--- src/rtl/anh_pkg.sv ---
// Package for the archive name hash block: constants, snapshot type and
// helper functions shared by the accumulate and finish stages.
// No dependencies.
package anh_pkg;

  localparam logic [7:0]  BACKSLASH     = 8'h5C;
  localparam logic [7:0]  DOT           = 8'h2E;
  localparam int unsigned STEM_LIMIT    = 260;
  localparam logic [4:0]  EXT_LIMIT     = 5'd16;
  localparam logic [4:0]  EXT_COUNT_MAX = 5'd31;
  localparam int unsigned NUM_EXT       = 6;

  // Known extensions, first byte lowest; entry 0 is the empty extension
  localparam logic [31:0] KNOWN_EXT [NUM_EXT] = '{
    32'h0000_0000,  // empty
    32'h6669_6E2E,  // .nif
    32'h0066_6B2E,  // .kf
    32'h7364_642E,  // .dds
    32'h7661_772E,  // .wav
    32'h7064_612E   // .adp
  };

  // Values picked at the end of a name, handed to the finish stage
  typedef struct packed {
    logic        kind;
    logic [7:0]  first;
    logic [7:0]  last;
    logic [7:0]  last2;
    logic [31:0] sum;
    logic [31:0] ext_sum;
    logic [4:0]  ext_count;
    logic [31:0] ext_word;
  } snap_t;

  typedef struct packed {
    logic       hit;
    logic [2:0] idx;
  } ext_match_t;

  // s * 0x1003F + b, as shifts and adds (0x1003F = 2^16 + 2^6 - 1)
  function automatic logic [31:0] hash_step(input logic [31:0] s, input logic [7:0] b);
    hash_step = (s << 16) + (s << 6) - s + {24'd0, b};
  endfunction

  // Lowest table entry equal to the extension word
  function automatic ext_match_t ext_lookup(input logic [31:0] word);
    ext_match_t m;
    m = '0;
    for (int k = NUM_EXT - 1; k >= 0; k--) begin
      if (KNOWN_EXT[k] == word) begin
        m.hit = 1'b1;
        m.idx = 3'(k);
      end
    end
    return m;
  endfunction

endpackage

--- src/rtl/anh_in_if.sv ---
// Input channel of the archive name hash: one name byte per beat.
// No dependencies.
interface anh_in_if;
  logic       valid;
  logic       ready;
  logic [7:0] name_byte;
  logic       kind;
  logic       end_of_name;
  logic       no_byte;

  modport source (output valid, output name_byte, output kind, output end_of_name,
                  output no_byte, input ready);
  modport sink   (input valid, input name_byte, input kind, input end_of_name,
                  input no_byte, output ready);
endinterface

--- src/rtl/anh_out_if.sv ---
// Output channel of the archive name hash: one hash result per beat.
// No dependencies.
interface anh_out_if;
  logic        valid;
  logic        ready;
  logic [7:0]  hash_first;
  logic [7:0]  hash_last;
  logic [7:0]  hash_last2;
  logic [7:0]  hash_length;
  logic [31:0] hash_sum;
  logic        rejected;

  modport source (output valid, output hash_first, output hash_last, output hash_last2,
                  output hash_length, output hash_sum, output rejected, input ready);
  modport sink   (input valid, input hash_first, input hash_last, input hash_last2,
                  input hash_length, input hash_sum, input rejected, output ready);
endinterface

--- src/rtl/anh_accum.sv ---
// Accumulate stage: running prefix, stem and extension state, one byte per
// beat, and the snapshot register loaded at the end of each name.
// Depends on anh_pkg and anh_in_if.
module anh_accum #(
  parameter int COUNT_BITS = 16
) (
  input  logic                  clk,
  input  logic                  rst,
  anh_in_if.sink                name_ch,
  output logic                  snap_valid,
  input  logic                  snap_ready,
  output anh_pkg::snap_t        snap,
  output logic [COUNT_BITS-1:0] snap_count
);
  import anh_pkg::*;

  localparam logic [COUNT_BITS-1:0] COUNT_MAX = '1;

  // running state
  logic [COUNT_BITS-1:0] prefix_count, prefix_count_next;
  logic [7:0]            prefix_first, prefix_first_next;
  logic [7:0]            prev_byte, prev_byte_next;
  logic [7:0]            prev2_byte, prev2_byte_next;
  logic [31:0]           prefix_sum, prefix_sum_next;
  logic [COUNT_BITS-1:0] stem_count, stem_count_next;
  logic [7:0]            stem_first, stem_first_next;
  logic [7:0]            stem_last, stem_last_next;
  logic [7:0]            stem_last2, stem_last2_next;
  logic [31:0]           stem_sum, stem_sum_next;
  logic                  dot_seen, dot_seen_next;
  logic [31:0]           ext_sum, ext_sum_next;
  logic [4:0]            ext_count, ext_count_next;
  logic [31:0]           ext_word, ext_word_next;

  logic  accept;
  logic  has_byte;
  logic  is_bs;
  logic  is_dot;
  logic  use_stem;
  snap_t snap_next;
  logic [COUNT_BITS-1:0] snap_count_next;

  assign name_ch.ready = !snap_valid || snap_ready;
  assign accept        = name_ch.valid && name_ch.ready;
  assign has_byte      = !name_ch.no_byte;
  assign is_bs         = name_ch.kind && (name_ch.name_byte == BACKSLASH);
  assign is_dot        = name_ch.kind && (name_ch.name_byte == DOT);

  // next state for one byte
  always_comb begin
    prefix_count_next = prefix_count;
    prefix_first_next = prefix_first;
    prev_byte_next    = prev_byte;
    prev2_byte_next   = prev2_byte;
    prefix_sum_next   = prefix_sum;
    stem_count_next   = stem_count;
    stem_first_next   = stem_first;
    stem_last_next    = stem_last;
    stem_last2_next   = stem_last2;
    stem_sum_next     = stem_sum;
    dot_seen_next     = dot_seen;
    ext_sum_next      = ext_sum;
    ext_count_next    = ext_count;
    ext_word_next     = ext_word;
    if (has_byte) begin
      if (is_bs) begin
        // backslash drops everything before it
        prefix_count_next = '0;
        prefix_first_next = '0;
        prev_byte_next    = '0;
        prev2_byte_next   = '0;
        prefix_sum_next   = '0;
        stem_count_next   = '0;
        stem_first_next   = '0;
        stem_last_next    = '0;
        stem_last2_next   = '0;
        stem_sum_next     = '0;
        dot_seen_next     = 1'b0;
        ext_sum_next      = '0;
        ext_count_next    = '0;
        ext_word_next     = '0;
      end else begin
        if (is_dot) begin
          // stem is the prefix so far; extension restarts with the dot
          stem_count_next = prefix_count;
          stem_first_next = prefix_first;
          stem_last_next  = prev_byte;
          stem_last2_next = prev2_byte;
          stem_sum_next   = prefix_sum;
          dot_seen_next   = 1'b1;
          ext_word_next   = {24'd0, name_ch.name_byte};
          ext_sum_next    = {24'd0, name_ch.name_byte};
          ext_count_next  = 5'd1;
        end else if (name_ch.kind && dot_seen) begin
          if (ext_count[4:2] == 3'd0) begin
            ext_word_next = ext_word |
                            ({24'd0, name_ch.name_byte} << {ext_count[1:0], 3'b000});
          end
          ext_sum_next = hash_step(ext_sum, name_ch.name_byte);
          if (ext_count != EXT_COUNT_MAX) begin
            ext_count_next = ext_count + 5'd1;
          end
        end
        // prefix takes every byte other than a backslash
        if (prefix_count == '0) begin
          prefix_first_next = name_ch.name_byte;
        end
        if (prefix_count >= COUNT_BITS'(3)) begin
          prefix_sum_next = hash_step(prefix_sum, prev2_byte);
        end
        prev2_byte_next = prev_byte;
        prev_byte_next  = name_ch.name_byte;
        if (prefix_count != COUNT_MAX) begin
          prefix_count_next = prefix_count + COUNT_BITS'(1);
        end
      end
    end
  end

  // pick prefix or stem at the end of the name
  always_comb begin
    use_stem       = name_ch.kind && dot_seen_next;
    snap_next.kind = name_ch.kind;
    if (use_stem) begin
      snap_count_next     = stem_count_next;
      snap_next.first     = stem_first_next;
      snap_next.last      = stem_last_next;
      snap_next.last2     = stem_last2_next;
      snap_next.sum       = stem_sum_next;
      snap_next.ext_sum   = ext_sum_next;
      snap_next.ext_count = ext_count_next;
      snap_next.ext_word  = ext_word_next;
    end else begin
      snap_count_next     = prefix_count_next;
      snap_next.first     = prefix_first_next;
      snap_next.last      = prev_byte_next;
      snap_next.last2     = prev2_byte_next;
      snap_next.sum       = prefix_sum_next;
      snap_next.ext_sum   = '0;
      snap_next.ext_count = '0;
      snap_next.ext_word  = '0;
    end
  end

  // state registers; cleared after each name
  always_ff @(posedge clk) begin
    if (rst || (accept && name_ch.end_of_name)) begin
      prefix_count <= '0;
      prefix_first <= '0;
      prev_byte    <= '0;
      prev2_byte   <= '0;
      prefix_sum   <= '0;
      stem_count   <= '0;
      stem_first   <= '0;
      stem_last    <= '0;
      stem_last2   <= '0;
      stem_sum     <= '0;
      dot_seen     <= 1'b0;
      ext_sum      <= '0;
      ext_count    <= '0;
      ext_word     <= '0;
    end else if (accept) begin
      prefix_count <= prefix_count_next;
      prefix_first <= prefix_first_next;
      prev_byte    <= prev_byte_next;
      prev2_byte   <= prev2_byte_next;
      prefix_sum   <= prefix_sum_next;
      stem_count   <= stem_count_next;
      stem_first   <= stem_first_next;
      stem_last    <= stem_last_next;
      stem_last2   <= stem_last2_next;
      stem_sum     <= stem_sum_next;
      dot_seen     <= dot_seen_next;
      ext_sum      <= ext_sum_next;
      ext_count    <= ext_count_next;
      ext_word     <= ext_word_next;
    end
  end

  // snapshot register
  always_ff @(posedge clk) begin
    if (rst) begin
      snap_valid <= 1'b0;
    end else if (accept && name_ch.end_of_name) begin
      snap_valid <= 1'b1;
    end else if (snap_ready) begin
      snap_valid <= 1'b0;
    end
  end

  always_ff @(posedge clk) begin
    if (accept && name_ch.end_of_name) begin
      snap       <= snap_next;
      snap_count <= snap_count_next;
    end
  end

endmodule

--- src/rtl/anh_finish.sv ---
// Finish stage: limit checks, short-name rules, extension adjust and the
// output register that drives the result channel.
// Depends on anh_pkg and anh_out_if.
module anh_finish #(
  parameter int COUNT_BITS = 16
) (
  input  logic                  clk,
  input  logic                  rst,
  input  logic                  snap_valid,
  output logic                  snap_ready,
  input  anh_pkg::snap_t        snap,
  input  logic [COUNT_BITS-1:0] snap_count,
  anh_out_if.source             hash_ch
);
  import anh_pkg::*;

  logic       take;
  logic       reject;
  ext_match_t ext_m;
  logic [7:0] first_v, last_v, last2_v, length_v;
  logic [31:0] sum_v;
  logic [7:0] first_r, last_r, last2_r, length_r;
  logic [31:0] sum_r;
  logic       rejected_r;
  logic       out_valid;

  assign snap_ready = !out_valid || hash_ch.ready;
  assign take       = snap_valid && snap_ready;

  // hash parts from the snapshot
  always_comb begin
    reject = snap.kind && ((snap_count == '0) ||
                           (snap_count >= COUNT_BITS'(STEM_LIMIT)) ||
                           (snap.ext_count >= EXT_LIMIT));
    ext_m    = ext_lookup(snap.ext_word);
    length_v = snap_count[7:0];
    first_v  = (snap_count != '0) ? snap.first : 8'd0;
    last_v   = (snap_count != '0) ? snap.last : 8'd0;
    last2_v  = (snap_count >= COUNT_BITS'(3)) ? snap.last2 : 8'd0;
    sum_v    = ((length_v > 8'd3) ? snap.sum : 32'd0) + snap.ext_sum;
    // known extension: index bits land on bit 7 of the byte parts
    if (snap.kind && ext_m.hit) begin
      first_v = first_v + {ext_m.idx[2], 7'd0};
      last_v  = last_v + {ext_m.idx[1], 7'd0};
      last2_v = last2_v + {ext_m.idx[0], 7'd0};
    end
    if (reject) begin
      first_v  = '0;
      last_v   = '0;
      last2_v  = '0;
      length_v = '0;
      sum_v    = '0;
    end
  end

  // output register
  always_ff @(posedge clk) begin
    if (rst) begin
      out_valid <= 1'b0;
    end else if (take) begin
      out_valid <= 1'b1;
    end else if (hash_ch.ready) begin
      out_valid <= 1'b0;
    end
  end

  always_ff @(posedge clk) begin
    if (take) begin
      first_r    <= first_v;
      last_r     <= last_v;
      last2_r    <= last2_v;
      length_r   <= length_v;
      sum_r      <= sum_v;
      rejected_r <= reject;
    end
  end

  assign hash_ch.valid       = out_valid;
  assign hash_ch.hash_first  = first_r;
  assign hash_ch.hash_last   = last_r;
  assign hash_ch.hash_last2  = last2_r;
  assign hash_ch.hash_length = length_r;
  assign hash_ch.hash_sum    = sum_r;
  assign hash_ch.rejected    = rejected_r;

endmodule

--- src/rtl/archive_name_hash.sv ---
// Archive name hash, top level. Takes one name byte per beat, gives one hash per name.
// Throughput: one byte per cycle while name_ch.ready is high; back-pressure from hash_ch can hold the input.
// The result for a name is registered in the snapshot register and then in the output
// register before it shows on hash_ch; a stall on hash_ch can hold it in between.
// Reset (rst, synchronous) clears all running state and empties both stages.
// Depends on anh_pkg, anh_in_if, anh_out_if, anh_accum and anh_finish.
module archive_name_hash #(
  parameter int COUNT_BITS = 16
) (
  input  logic      clk,
  input  logic      rst,
  anh_in_if.sink    name_ch,
  anh_out_if.source hash_ch
);
  import anh_pkg::*;

  logic                  snap_valid;
  logic                  snap_ready;
  snap_t                 snap;
  logic [COUNT_BITS-1:0] snap_count;

  anh_accum #(
    .COUNT_BITS (COUNT_BITS)
  ) u_accum (
    .clk        (clk),
    .rst        (rst),
    .name_ch    (name_ch),
    .snap_valid (snap_valid),
    .snap_ready (snap_ready),
    .snap       (snap),
    .snap_count (snap_count)
  );

  anh_finish #(
    .COUNT_BITS (COUNT_BITS)
  ) u_finish (
    .clk        (clk),
    .rst        (rst),
    .snap_valid (snap_valid),
    .snap_ready (snap_ready),
    .snap       (snap),
    .snap_count (snap_count),
    .hash_ch    (hash_ch)
  );

endmodule
--- src/flat_wrapper.sv ---
// flat-port wrapper written by rule: the top's interface ports become plain ports
module archive_name_hash_flat import anh_pkg::*;
#(
  parameter int COUNT_BITS = 16
)
  (clk, rst, name_ch_valid, name_ch_name_byte, name_ch_kind, name_ch_end_of_name, name_ch_no_byte, name_ch_ready, hash_ch_valid, hash_ch_hash_first, hash_ch_hash_last, hash_ch_hash_last2, hash_ch_hash_length, hash_ch_hash_sum, hash_ch_rejected, hash_ch_ready);
  anh_in_if name_ch_i ();
  anh_out_if hash_ch_i ();
  input  logic clk;
  input  logic rst;
  input wire logic [$bits(name_ch_i.valid)-1:0] name_ch_valid;
  input wire logic [$bits(name_ch_i.name_byte)-1:0] name_ch_name_byte;
  input wire logic [$bits(name_ch_i.kind)-1:0] name_ch_kind;
  input wire logic [$bits(name_ch_i.end_of_name)-1:0] name_ch_end_of_name;
  input wire logic [$bits(name_ch_i.no_byte)-1:0] name_ch_no_byte;
  output wire logic [$bits(name_ch_i.ready)-1:0] name_ch_ready;
  output wire logic [$bits(hash_ch_i.valid)-1:0] hash_ch_valid;
  output wire logic [$bits(hash_ch_i.hash_first)-1:0] hash_ch_hash_first;
  output wire logic [$bits(hash_ch_i.hash_last)-1:0] hash_ch_hash_last;
  output wire logic [$bits(hash_ch_i.hash_last2)-1:0] hash_ch_hash_last2;
  output wire logic [$bits(hash_ch_i.hash_length)-1:0] hash_ch_hash_length;
  output wire logic [$bits(hash_ch_i.hash_sum)-1:0] hash_ch_hash_sum;
  output wire logic [$bits(hash_ch_i.rejected)-1:0] hash_ch_rejected;
  input wire logic [$bits(hash_ch_i.ready)-1:0] hash_ch_ready;
  assign name_ch_i.valid = name_ch_valid;
  assign name_ch_i.name_byte = name_ch_name_byte;
  assign name_ch_i.kind = name_ch_kind;
  assign name_ch_i.end_of_name = name_ch_end_of_name;
  assign name_ch_i.no_byte = name_ch_no_byte;
  assign name_ch_ready = name_ch_i.ready;
  assign hash_ch_valid = hash_ch_i.valid;
  assign hash_ch_hash_first = hash_ch_i.hash_first;
  assign hash_ch_hash_last = hash_ch_i.hash_last;
  assign hash_ch_hash_last2 = hash_ch_i.hash_last2;
  assign hash_ch_hash_length = hash_ch_i.hash_length;
  assign hash_ch_hash_sum = hash_ch_i.hash_sum;
  assign hash_ch_rejected = hash_ch_i.rejected;
  assign hash_ch_i.ready = hash_ch_ready;
  archive_name_hash #(.COUNT_BITS(COUNT_BITS)) u_core (.clk(clk), .rst(rst), .name_ch(name_ch_i), .hash_ch(hash_ch_i));
endmodule
--- config.mk ---
export PLATFORM = sky130hd
export DESIGN_NAME = archive_name_hash_flat
export DESIGN_NICKNAME = d
export VERILOG_FILES = /design/src/rtl/anh_pkg.sv /design/src/rtl/anh_in_if.sv /design/src/rtl/anh_out_if.sv /design/src/rtl/anh_accum.sv /design/src/rtl/anh_finish.sv /design/src/rtl/archive_name_hash.sv /design/src/flat_wrapper.sv
export SDC_FILE = /design/constraint.sdc
export NUM_CORES = 1
export LEC_CHECK = 0
export BUFFER_PORTS_ARGS = -buffer_cell sky130_fd_sc_hd__buf_2
export CELL_PAD_IN_SITES_DETAIL_PLACEMENT = 1
export CELL_PAD_IN_SITES_GLOBAL_PLACEMENT = 2
export CORE_MARGIN = 3
export CORE_UTILIZATION = 30
export CTS_BUF_LIST = sky130_fd_sc_hd__clkbuf_8
export DETAILED_ROUTE_END_ITERATION = 7
export GPL_ROUTABILITY_DRIVEN = 0
export PLACE_DENSITY_LB_ADDON = 0.1
export SETUP_SLACK_MARGIN = 0.2
export SYNTH_ARGS = -nofsm -noshare
export SYNTH_HDL_FRONTEND = slang
export SYNTH_SLANG_ARGS = --single-unit
--- constraint.sdc ---
create_clock -name clk -period 5.8 [get_ports clk]
set_input_delay 0.29 -clock clk [delete_from_list [all_inputs] [get_ports clk]]
set_output_delay 0.29 -clock clk [all_outputs]
set_load 0.1 [all_outputs]
==> flow_metrics.py, run 1 <==
metrics = {
    "status": {
        "outcome": "complete, no violations",
    },
    "pwr": {
        "ir_worst_vdd_mv": 0.1449,
        "netSwitchingPower_mw": 1.950,
        "combPwrFrac": 0.110,
        "p_clk_frac": 0.423,
        "cell_internal_pwr_mw": 4.875,
        "switching_share": 0.2858,
        "p_seq_frac": 0.467,
        "leakagePower_nw": 10.14,
        "powerDensity_nw_per_um2": 253.6,
    },
    "yosys": {
        "yosysSeqAreaShare": 0.4369,
        "async_reset_ff_frac": 0,
        "yosys_warnings": 0,
        "syn_area_um2": 23850,
        "yosysUniqueCellTypes": 86,
        "ys_ff_latch": 419,
        "synthFlopType": "dfxtp_1",
        "synth_enable_flop_cells": 203,
        "syn-num-nets": 2819,
        "syn_inst": 2645,
        "synth_area_per_cell_um2": 9.017,
    },
    "sta": {
        "worst-slew-pin-transition_ps": 1041,
        "fmax_mhz": 220.6,
        "min_period_over_period": 0.7815,
        "setup_tns_ps": 0,
        "hold_ws_ps": 71.86,
        "fin_crit_ps": 4533,
        "setup_viol": 0,
        "hold_viol": 0,
        "rsz0062_at_grt": "false",
        "relSlewSlack": 0.2986,
        "skew_ps": 46.65,
        "drv_slew": 0,
    },
    "clocking": {
        "clock_latency_ps": 680,
        "cts_tree": "built",
        "clockRootBuffer": "clkbuf_8",
        "ctsHtreeMaxLevel": 3,
        "path_clk_slew_ps": 60,
        "cts_buffer_depth": 3,
        "cts.sinks": 419,
        "post_cts_buffers": 0,
        "numCtsBuffers": 80,
    },
    "critical_path": {
        "critPathMaxStageDelay_ps": 620,
        "cp_num_buf_inv": 1,
        "crit_chain": "nor4_1 > nand2_1 > buf_4 > and2_1 > ha_1 > a21oi_1 > nand2_1 > a21oi_1 > o21ai_0 > a2111oi_0 > a211oi_1 > a21oi_1 > or4_1 > nand3_1",
        "cp.required_ps": 6210,
        "crit_path_max_fanout": 18,
        "critical_path_arrival_ps": 4950,
        "path_delay_family": "compound AO/OA/AOI/OAI gates",
        "crit_top_cell": "a21oi_1",
        "start_kind": "flip-flop",
        "crit_path_top_delay_cell": "a2111oi_0",
        "worstSetupPathType": "flip-flop to flip-flop",
        "cp-end-kind": "flip-flop",
    },
    "place": {
        "port_buffers": 81,
        "placedCellCount": 3651,
        "dp_hpwl_mm": 64.77,
    },
    "die": {
        "die-area_um2": 82920,
        "start_util": 0.3053,
        "rows": 102,
        "die_h_um": 288.0,
        "core_um2": 78100,
        "boundaryPins": 82,
        "die_w_um": 288.0,
    },
    "global_route": {
        "grt_pass1_vias": 20982,
        "grtUsageTotal": 0.2186,
        "antenna_found_initial": 8,
        "grt-ovfl-total": 0,
        "grt_max_degree": 75,
        "grt_pass1_wl_mm": 137.0,
    },
    "routing": {
        "wl_per_cell_um": 24.08,
        "drc_errors": 0,
        "drtIter0Drc": 1426,
        "routed_via_density": 5.411,
        "drt-pass1-iter-count": 5,
        "vias": 20590,
        "antenna_left": 0,
        "drt-total-wl_mm": 91.61,
    },
    "layout": {
        "nets": 2871,
        "finalNonFillerCells": 3805,
        "drive_gt1_frac": 0.09881,
        "syn2layout_area_growth_pct": 12.83,
    },
    "run": {
        "cap_violations": 0,
    },
    "min_path": {
        "min_path_type": "input port to flip-flop",
    },
}
==> sequential cells by signal, summed over array words and instances (netlist names), 16 cells and up, named ones only <==
register,count
u_core.u_accum.stem_count,16
u_core.u_accum.snap,122
u_core.u_accum.ext_word,32
u_core.u_accum.stem_sum,32
u_core.u_accum.ext_sum,32
u_core.u_accum.prefix_sum,32
u_core.u_accum.snap_count,16
u_core.u_finish.hash_ch.hash_sum,32
u_core.u_accum.prefix_count,16
==> layer usage <==
metal,routed length (um),global-route usage
met5,13,0
met4,2839,0.07257
met3,4581,0.03523
met2,40240,0.3375
met1,43940,0.3103
==> metrics by stage <==
stage | cell area, um^2 | setup WS [ps] | total power [mW] | util
5_1_grt | 26910 | 953.8 | 7.125 | 0.3445
4_1_cts | 26900 | 1262 | 6.929 | 0.3445
3_5_place_dp | 25310 | 1283 | 4.004 | 0.3241
3_3_place_gp | 25310 | 1359 | 3.996 | 0.3241
2_1_floorplan | 23850 | 363.8 | 3.755 | -
6_report | 26910 | 1267 | 6.825 | 0.3445
==> cells in the final DEF, fill, tap and decap left out, drive strengths merged, types with 10 or more instances in the layout <==
cell,count
a31oi,24
o21bai,10
ha,122
mux2i,12
o21ai,111
nand4,23
nand3,51
o211ai,10
and2,56
nor4,17
nor3,47
a21o,59
and3,32
nor2,378
a21oi,235
o21a,15
a22o,25
o22ai,15
clkinv,17
fa,37
clkbuf,93
xor2,30
buf,119
nor2b,11
dfxtp,216
xnor2,53
inv,175
a22oi,133
nand2,250
a222oi,11
edfxtp,203
a211oi,32
==> power groups by stage <==
| stage | combinational (mW) | sequential, mW | clock (mW) |
|---|---|---|---|
| after global placement | 0.743 | 3.25 | 0 |
| final | 0.751 | 3.19 | 2.88 |
| after global routing | 0.809 | 3.19 | 3.12 |
| after floorplan | 0.411 | 3.34 | 0 |
| after detailed placement | 0.750 | 3.25 | 0 |
| after CTS | 0.755 | 3.19 | 2.98 |
==> logic make-up after synthesis <==
logic type | share of synthesized area
DFF | 0.4369
adders and majority gates | 0.09506
buffers and inverters | 0.04748
and+or+nand+nor | 0.1750
xor gates and xnor gates | 0.03048
muxes | 0.005509
AOI/OAI and AO/OA | 0.2096
==> final cells by class <==
| type | instances | area (um^2) |
|---|---|---|
| Timing Repair Buffer | 123 | 743.2 |
| Clock buffer | 93 | 1280 |
| Tap cell | 1040 | 1301 |
| Multi-Input combinational cell | 1932 | 12350 |
| Inverter | 141 | 533.0 |
| Clock inverter | 55 | 274.0 |
| Fill cell | 9080 | 51200 |
| Sequential cell | 419 | 10420 |
| Antenna cell | 2 | 5.005 |
==> cells in the mapped netlist (5+ instances only) <==
| cell type | number | area (um^2) |
|---|---|---|
| nor2_1 | 375 | 1408 |
| nand2_1 | 250 | 938.4 |
| a21oi_1 | 233 | 1166 |
| dfxtp_1 | 216 | 4324 |
| edfxtp_1 | 203 | 6096 |
| inv_1 | 139 | 521.8 |
| a22oi_1 | 133 | 998.5 |
| ha_1 | 122 | 1526 |
| clkbuf_1 | 116 | 435.4 |
| o21ai_0 | 104 | 520.5 |
| a21o_1 | 59 | 442.9 |
| and2_1 | 55 | 344.1 |
| xnor2_1 | 53 | 464.2 |
| nand3_1 | 51 | 255.2 |
| nor3_1 | 47 | 235.2 |
| fa_1 | 37 | 740.7 |
| and3_1 | 32 | 200.2 |
| xor2_1 | 30 | 262.8 |
| a211oi_1 | 29 | 217.7 |
| a22o_1 | 25 | 219.0 |
| a31oi_1 | 24 | 150.1 |
| nand4_1 | 23 | 143.9 |
| buf_1 | 19 | 71.32 |
| buf_2 | 17 | 85.08 |
| nor4_1 | 17 | 106.4 |
| o21a_1 | 15 | 112.6 |
| o22ai_1 | 15 | 93.84 |
| mux2i_1 | 12 | 120.1 |
| a222oi_1 | 11 | 110.1 |
| nor2b_1 | 11 | 68.82 |
| o211ai_1 | 10 | 75.07 |
| o21bai_1 | 10 | 75.07 |
| or3_1 | 9 | 56.30 |
| or4_1 | 8 | 60.06 |
| a221oi_1 | 7 | 61.31 |
| nand2b_1 | 7 | 43.79 |
| nand4b_1 | 7 | 61.31 |
| or2_2 | 7 | 43.79 |
| a32oi_1 | 6 | 52.55 |
| a31o_2 | 5 | 43.79 |
| a41oi_1 | 5 | 43.79 |
| o221ai_1 | 5 | 43.79 |
| o31ai_1 | 5 | 37.54 |
==> tightest hold or removal path, stage by stage <==
cell and delay (ps):
buf_2 80, nor2b_1 70, nand2_1 160, a21oi_1 90
==> what timing repair did <==
item	in CTS	in global routing
endpoints found under the hold margin	3	0
resized for setup	0	0
hold buffers	4	0
==> worst paths after layout <==
| kind | cells after the start | end | startpoint | slack [ps] |
|---|---|---|---|---|
| worst max-delay path | 14 | u_core.u_finish.hash_ch.hash_sum[30] | u_core.u_accum.snap_count[5] | 1270 |
| worst min-delay path | 4 | u_core.u_accum.snap_valid | hash_ch_ready | 70 |
| worst max register to register | 14 | u_core.u_finish.hash_ch.hash_sum[30] | u_core.u_accum.snap_count[5] | 1270 |
| worst min register to register | 2 | u_core.u_accum.stem_sum[24] | u_core.u_accum.stem_sum[24] | 450 |
Note: power is estimated with default switching activity, not from simulation.
==> run 2, diff against run 1 <==
- ABC_AREA: unset -> 1
- clock period: 5.8 -> 4.18 ns (I/O delays scaled with it)
==> flow_metrics.py, run 2 <==
metrics = {
    "layout": {
        "final_cell_mix": "942 x nand2_1, 576 x inv_1, 407 x a21oi_1, 352 x nor2_1, 317 x o21ai_0",
        "syn2layout_area_growth_pct": 13.18,
        "fin_util": 0.3460,
        "final_common_cell": "nand2_1",
        "drive_gt1_frac": 0.07326,
        "nets": 4115,
        "finalNonFillerCells": 5180,
        "largest_reg_flops": 122,
        "top_register": "u_core.u_accum.snap",
    },
    "yosys": {
        "syn_area_um2": 27270,
        "syn-num-nets": 4050,
        "ys_ff_latch": 419,
        "yosysTopAreaCell": "edfxtp_1",
        "synth_enable_flop_cells": 203,
        "yosys-top-cells-area": "edfxtp_1 22%, dfxtp_1 16%, nand2_1 13%",
        "yosysTopAreaCellShare": 0.2236,
        "yosysSeqAreaShare": 0.3821,
        "synth_area_per_cell_um2": 7.035,
        "synthFlopType": "dfxtp_1",
        "syn_inst": 3876,
        "synth_most_common_cell": "nand2_1",
        "yosysUniqueCellTypes": 47,
        "yosys-top-cells-count": "944 x nand2_1, 562 x inv_1, 408 x a21oi_1",
        "async_reset_ff_frac": 0,
        "yosys_warnings": 0,
    },
    "pwr": {
        "ir_worst_vdd_mv": 0.1909,
        "powerDensity_nw_per_um2": 424.7,
        "power_mw": 13.11,
        "leakagePower_nw": 13.61,
    },
    "critical_path": {
        "cp-end-kind": "flip-flop",
        "crit_path_max_fanout": 31,
        "worstSetupPathType": "flip-flop to flip-flop",
        "rr_startpoint": "u_core.u_accum.snap_count[5]",
        "start_kind": "flip-flop",
        "critical_path_arrival_ps": 3860,
        "r2r_slack_ps": 760,
        "cp.required_ps": 4630,
        "reg2reg_depth": 17,
        "r2r-end": "u_core.u_finish.hash_ch.hash_sum[28]",
    },
    "min_path": {
        "hold_depth": 5,
        "min_path_type": "input port to flip-flop",
        "min_from": "name_ch_valid",
        "hold_end": "u_core.u_accum.prev_byte[0]",
    },
    "clocking": {
        "clock_latency_ps": 720,
        "path_clk_slew_ps": 60,
        "clockRootBuffer": "clkbuf_8",
        "cts_tree": "built",
        "numCtsBuffers": 85,
        "ctsHtreeMaxLevel": 3,
        "cts.sinks": 419,
        "cts_buffer_depth": 3,
    },
    "sta": {
        "setup_tns_ps": 0,
        "worst-slew-pin-transition_ps": 1062,
        "min_period_over_period": 0.8175,
        "skew_ps": 48.18,
        "fin_crit_ps": 3417,
        "drv_slew": 0,
        "rsz0062_at_grt": "false",
        "fmax_mhz": 292.6,
        "relSlewSlack": 0.2894,
        "hold_viol": 0,
        "setup_viol": 0,
    },
    "die": {
        "die_w_um": 307.5,
        "core_um2": 89190,
        "rows": 109,
        "start_util": 0.3057,
        "boundaryPins": 82,
        "die-area_um2": 94540,
        "die_h_um": 307.5,
    },
    "run": {
        "cap_violations": 0,
    },
    "global_route": {
        "grtUsageTotal": 0.2183,
        "grt_pass1_vias": 26383,
        "antenna_found_initial": 2,
        "grt_max_degree": 89,
        "grt-ovfl-total": 0,
        "grt_pass1_wl_mm": 159.9,
    },
    "place": {
        "placedCellCount": 5006,
        "dp_hpwl_mm": 76.35,
        "port_buffers": 81,
    },
    "status": {
        "outcome": "complete, no violations",
    },
    "routing": {
        "wl_per_cell_um": 19.96,
        "drt-pass1-iter-count": 5,
        "drtIter0Drc": 1410,
        "routed_via_density": 4.922,
        "vias": 25498,
        "drt-total-wl_mm": 103.4,
        "antenna_left": 0,
        "drc_errors": 0,
    },
}
-- run 2: cell count changes after synthesis, moves of 51 or more --
cell     before  now
a21o_1       59    8
a22oi_1     133    7
nand2_1     250  944
inv_1       139  562
o21ai_0     104  317
nand3_1      51  204
o21ai_1       4   80
a21oi_1     233  408
-- run 2: kinds of logic (layout without fill, tap and decap cells) --
| group | after synthesis | count (layout) | share of synthesized area |
|---|---|---|---|
| buffers and inverters | 735 | 872 | 0.1037 |
| AOI/OAI and AO/OA | 885 | 885 | 0.1691 |
| adders and majority gates | 159 | 159 | 0.08315 |
| other | 0 | 2 | 0 |
| muxes | 16 | 16 | 0.005873 |
| xor gates and xnor gates | 36 | 36 | 0.01156 |
| and+or+nand+nor | 1626 | 1626 | 0.2444 |
| DFF | 419 | 419 | 0.3821 |
-- run 2: worst max path at each step --
| stage | from | end | slack [ps] | cells after the start |
|---|---|---|---|---|
| 2_1_floorplan | u_core.u_finish.hash_ch.valid | u_core.u_accum.snap[0] | 220 | 5 |
| 5_1_grt | u_core.u_accum.snap_count[7] | u_core.u_finish.hash_ch.hash_sum[16] | 290 | 17 |
| 3_3_place_gp | u_core.u_accum.snap_count[5] | u_core.u_finish.hash_ch.hash_sum[18] | 780 | 19 |
| 3_5_place_dp | u_core.u_accum.snap_count[4] | u_core.u_finish.hash_ch.hash_sum[28] | 680 | 17 |
| 4_1_cts | u_core.u_accum.snap_count[4] | u_core.u_finish.hash_ch.hash_sum[28] | 630 | 17 |
| 6_report | u_core.u_accum.snap_count[5] | u_core.u_finish.hash_ch.hash_sum[28] | 760 | 17 |
-- run 2: final cells by class --
type                            count  area (um^2)
Fill cell                       11262        58330
Inverter                          579         2186
Clock inverter                     63        474.2
Multi-Input combinational cell   2722        14060
Clock buffer                       96         1321
Timing Repair Buffer              134        935.9
Antenna cell                        2        5.005
Sequential cell                   419        10420
Tap cell                         1165         1458
-- run 2: per-stage QoR --
| stage | setup WS, ps | area (um^2) | hold slack (ps) |
|---|---|---|---|
| 5_1_grt | 290.3 | 30860 | 146.9 |
| 3_5_place_dp | 676.6 | 28930 | 390.2 |
| 6_report | 762.7 | 30860 | 157.4 |
| 2_1_floorplan | 222.9 | 27290 | 270.7 |
| 4_1_cts | 632.0 | 30860 | 69.79 |
| 3_3_place_gp | 777.2 | 28930 | 390.8 |
-- run 2: worst max-delay path, stage by stage (launching register included) --
cell and delay, ps:
edfxtp_1 350, inv_1 80, nand4_1 140, nor2_1 270, inv_1 120, buf_4 280, nand2_1 110, inv_1 40
ha_1 330, nand2_1 80, a21oi_1 210, a21oi_1 150, o21ai_0 380, nand2_1 90, nand2_1 170, nand2_1 100
a21oi_1 140, nor2_1 60
-- run 2: per-layer routing --
metal / GRT usage / wire, um / up-vias / share of wire
met5: 0 / 0 / - / 0
met4: 0.04776 / 1886 / 0 / 0.018
met3: 0.02765 / 3202 / 122 / 0.031
met2: 0.3547 / 46600 / 347 / 0.45
met1: 0.3102 / 51690 / 12216 / 0.50
li1: - / - / 12813 / -
-- run 2: where the power goes --
group	switching (mW)	leakage (nW)	internal, mW
combinational	2.69	8.90	1.11
sequential	0.151	3.72	4.56
clock	2.08	0.987	2.51
total	4.92	13.6	8.18
-- run 2: timing repair --
item                                   4_1_cts  5_1_grt
resized for setup                            0        0
buffers inserted                             0        0
endpoints found under the hold margin       12        0
hold buffers                                13        0
